`config.mk`:
```
export PLATFORM = sky130hd
export DESIGN_NAME = sbm_tag_table
export DESIGN_NICKNAME = d
export VERILOG_FILES = /design/src/rtl/sbm_tag_table.sv
export SDC_FILE = /design/constraint.sdc
export NUM_CORES = 1
export LEC_CHECK = 0
export ABC_AREA = 0
export ABC_CLOCK_PERIOD_IN_PS = 2700
export BUFFER_PORTS_ARGS = -buffer_cell sky130_fd_sc_hd__buf_2
export CAP_MARGIN = 15
export CORE_MARGIN = 1
export CORE_UTILIZATION = 57
export CTS_CLUSTER_DIAMETER = 150
export DETAILED_ROUTE_END_ITERATION = 12
export GPL_ROUTABILITY_DRIVEN = 0
export HOLD_SLACK_MARGIN = 0.05
export PLACE_DENSITY = 0.76
export SETUP_SLACK_MARGIN = 0.05
export SLEW_MARGIN = 20
export SYNTH_ARGS = -nofsm -noshare
export SYNTH_HDL_FRONTEND = slang
export SYNTH_SLANG_ARGS = --single-unit
```
`constraint.sdc`:
```
create_clock -name clock -period 2.7 [get_ports clock]
set_input_delay 0.27 -clock clock [delete_from_list [all_inputs] [get_ports clock]]
set_output_delay 0.27 -clock clock [all_outputs]
set_load 0.05 [all_outputs]
```
`src/rtl/sbm_tag_table.sv`:
```
// ----------------------------------------------------------------------------
// sbm_tag_table
// block tag memory with a single registered read port and the shared comparator
// ----------------------------------------------------------------------------
`default_nettype none

module sbm_tag_table #(
   parameter int TAG_W  = 24,
   parameter int SLOT_W = 6,
   parameter int DEPTH  = 64
) (
   input  wire logic              clock,
   input  wire logic              we,
   input  wire logic [SLOT_W-1:0] waddr,
   input  wire logic [TAG_W-1:0]  wtag,
   input  wire logic [SLOT_W-1:0] raddr,
   input  wire logic [TAG_W-1:0]  cmp_tag,
   output logic                   hit
);

   logic [TAG_W-1:0] mem [0:DEPTH-1];
   logic [TAG_W-1:0] rtag_ff;

   // tag write and registered read
   always_ff @(posedge clock) begin
      if (we) begin
         mem[waddr] <= wtag;
      end
      rtag_ff <= mem[raddr];
   end

   // shared tag compare
   assign hit = (rtag_ff == cmp_tag);

endmodule

`default_nettype wire

```
==> run_results.csv <==
group,metric,value,unit
floorplanning,core_region_area,103500,µm²
drt,detail_route.iter0.violations,4668,
drt,finalWirelength,149.3,mm
synthesis,postSynthNetCount,2749,
status,result_of_the_run,"complete, no violations",
grt,grt.total_usage,0.2868,
drt,vias_per_cell,6.677,
drt,routedWlPerCell,33.24,µm
critical_path,cp_max_fo,1,
placement,pre_cts_ws,-0.2083,ns
clock_network,post-cts-setup-buffers,0,
finish,layout_common_cells,"sky130_fd_sc_hd__edfxtp_1, sky130_fd_sc_hd__mux4_2, sky130_fd_sc_hd__mux2i_1, sky130_fd_sc_hd__buf_4, sky130_fd_sc_hd__clkbuf_16",
synthesis,synth_top_cell_area_share,0.7744,
floorplanning,floorplan_die_area,105800,µm²
synthesis,synth.ff_latch_count,1560,
finish,layout_commonest_cell,"sky130_fd_sc_hd__edfxtp_1",
synthesis,post_synth_fa_ha_maj_area_fraction,0,
critical_path,setup.worst_path.class,"reg2out",
drt,drt_first_pass_iters,5,
synthesis,synth_area_leaders,"sky130_fd_sc_hd__edfxtp_1, sky130_fd_sc_hd__mux4_2, sky130_fd_sc_hd__mux2i_1, sky130_fd_sc_hd__a22oi_1, sky130_fd_sc_hd__dfxtp_1",
sta,fin_worst_skew,0.02425,ns
grt,vias_in_the_first_global_route,30468,
power_and_ir_drop,power_leakage,22.20,nW
sta,max_clock_freq,0.3907,GHz
finish,multi_input_area,12390,µm²
synthesis,synthesis.instances,2687,
synthesis,asyncSetResetFlopFracSynth,0,
sta,max_slew.worst_pin.slew,1.305,ns
drt,maxUsedRoutingLayer,"met5",
power_and_ir_drop,totalPowerFinal,50.71,mW
floorplanning,rows,118,
synthesis,synthesis.area,59560,µm²
synthesis,synthesized_area_fraction_occupied_by_xor_and_xnor_cells,0.003529,
floorplanning,initial_utilization,0.5755,
synthesis,syn-mean-instance-area,22.17,µm²
synthesis,ys_seq_area_frac,0.7825,
critical_path,setup.worst_path.end_class,"output port",
drt,via_count,29991,
finish,nFillCells,6197,
job,reported_max_cap_violation_count,0,
grt,grt_pass1_wl,214.4,mm
sta,timing.max_slew.rel_slack,0.1206,
finish,sequential_cell_area,46610,µm²
grt,antenna_found_initial,12,
synthesis,ys.flop_type,"sky130_fd_sc_hd__edfxtp_1",
synthesis,number_of_enable_type_register_cells_in_the_synthesized_netlist,1536,
grt,grt_max_degree,75,
floorplanning,floorplan.io_pins,63,
synthesis,synth_top_family_by_area,"multiplexers",
critical_path,timing.critical_path.slowest_cell_delay,0.43,ns
clock_network,tritoncts.num_buffers,148,
drt,m1WireLength,53.62,mm
clock_network,h_tree_depth,4,
sta,timing.final.crit_period,2.560,ns
critical_path,required_time_of_the_critical_path,2.43,ns
sta,unrepaired_setup_endpoints_after_global_routing,"no",
critical_path,cp_num_buf_inv,2,
finish,layout.nets,3057,
clock_network,cts_tree,"built",
clock_network,worst_skew_pair.late_latency,0.74,ns
synthesis,post_synth_num_cell_types,43,
sta,whs,0.08504,ns
grt,globalRouteOverflowTotal,0,
clock_network,numClockSinks,1560,
sta,timing.final.setup_violations,0,
power_and_ir_drop,power.density_cell_area,736.8,nW/µm²
placement,half_perimeter_wire_length_of_the_detailed_placement_result,84.91,mm
drt,route.met2.wl,72.88,mm
worst_hold_path,hold_path_class,"in2reg",
synthesis,area_fraction_in_and_or_nand_and_nor_cells_after_synthesis,0.01250,
finish,drive_gt1_frac,0.2993,
sta,timing.final.max_slew_violations,0,
critical_path,critical-path-top-delay-family,"simple AND/OR/NAND/NOR gates",
critical_path,sort_of_element_at_the_start_of_the_critical_path,"flop",
sta,layout_worst_path_cycle_share,0.9480,
critical_path,timing.critical_path.cells,"xor2_1 > nor4_2 > nand4_1 > nor3_2 > buf_4 > buf_6",
finish,area_delta_synth_final,15.56,%
power_and_ir_drop,power.ir.vdd_worst,770.7,µV
critical_path,arrival,2.29,ns
placement,port_bufs,62,
critical_path,cell_at_the_slowest_stage_of_the_critical_path,"sky130_fd_sc_hd__dfxtp_1",
floorplanning,width_of_the_die,325.3,µm
clock_network,clockRootBuffer,"sky130_fd_sc_hd__clkbuf_16",
drt,ant_nets,0,
sta,final_setup_margin,0.1403,ns
drt,number_of_design_rule_violations_left_after_detail_routing,0,
clock_network,cts_buffer_depth,3,
synthesis,synth.yosys.warnings,0,
floorplanning,die_h,325.3,µm
sta,hold_viol,0,
synthesis,post-synth-top-area-cell,"sky130_fd_sc_hd__edfxtp_1",
synthesis,synth-compound-area-share,0.02958,
drt,met3_wirelength,16.64,mm
synthesis,muxShareOfSynthArea,0.1585,
clock_network,clk_transition_reported_paths,0.06,ns
-- logic make-up after synthesis --
family	Yosys count
DFF	1560
AOI/OAI and AO/OA	259
buffers and inverters	150
and+or+nand+nor	153
xor gates and xnor gates	24
muxes	541
-- registers in the layout, indices dropped and copies added, names as in the netlist --
signal	flops
mem	1536
rtag_ff	24
-- worst paths after layout --
path | startpoint | end | slack (ns) | cells past startpoint
setup / recovery | rtag_ff[10] | hit | 0.14 | 6
hold / removal | wtag[6] | mem[9][6] | 0.09 | 2
setup reg to reg | mem[39][21] | rtag_ff[21] | 0.21 | 6
hold reg to reg | mem[24][16] | rtag_ff[16] | 0.90 | 3
-- power breakdown --
group,internal (mW),leakage [nW],switching [mW],total (mW)
logic,1.07,5.80,1.67,2.73
registers,26.8,14.0,0.110,26.9
clock network,12.4,2.37,8.67,21.1
-- metal layers --
metal / track usage / up-vias
met5: 0 / -
met4: 0.1116 / 6
met3: 0.06110 / 336
met2: 0.4609 / 2024
met1: 0.3889 / 15633
li1: - / 11992
-- synth_stat cells, drive strengths merged (2+ instances only) --
master and instances:
edfxtp 1536, mux4 320, mux2i 202, buf 89, nor2 78, a22oi 70, clkbuf 60, o21ai 51
o22ai 42, a31oi 36, dfxtp 24, mux2 19, and3 17, o22a 17, o31ai 17, xor2 16
a211oi 10, nor3 9, xnor2 8, a221oi 7, nand2 7, nand3 7, nor2b 6, a22o 5
nand2b 5, nand3b 5, nand4 5, nor4 4, or2 4, o211ai 3, or3b 2
-- area by class of cell --
cell class	count	share of cell area
tap	1380	0.02509
inverter	1	0.00005454
timing repair buffer	307	0.04665
clock inverter	71	0.01245
sequential	1560	0.6772
clock buffer	191	0.05832
multi-input combinational	977	0.1800
antenna	5	0.0001818
-- worst reg2reg max path, stage by stage (launching register included) --
cell and delay (ns):
sky130_fd_sc_hd__edfxtp_1 0.38, sky130_fd_sc_hd__mux4_2 0.48, sky130_fd_sc_hd__mux2_2 0.29, sky130_fd_sc_hd__o21ai_0 0.62, sky130_fd_sc_hd__o31ai_1 0.21, sky130_fd_sc_hd__buf_4 0.22
sky130_fd_sc_hd__and3_1 0.20
-- through the flow --
step / instance area [µm²] / std cells / utilization / setup TNS [ns]
floorplan: 59570 / 2687 / - / 0
global route: 68820 / 4488 / 0.6649 / 0
finish: 68830 / 4492 / 0.6650 / 0
detailed placement: 63830 / 4219 / 0.6167 / -0.4931
CTS: 68800 / 4487 / 0.6648 / 0
global placement: 63830 / 4219 / 0.6167 / -0.4684
-- what timing repair did --
action | CTS | global route
setup endpoints to repair | 1 | 1
hold endpoints to repair | 111 | 0
pin swaps | 3 | 0
resized for setup | 11 | 1
hold buffers | 6 | 0
cloned | 0 | 0
No activity file was read; power rests on OpenSTA's default activity.
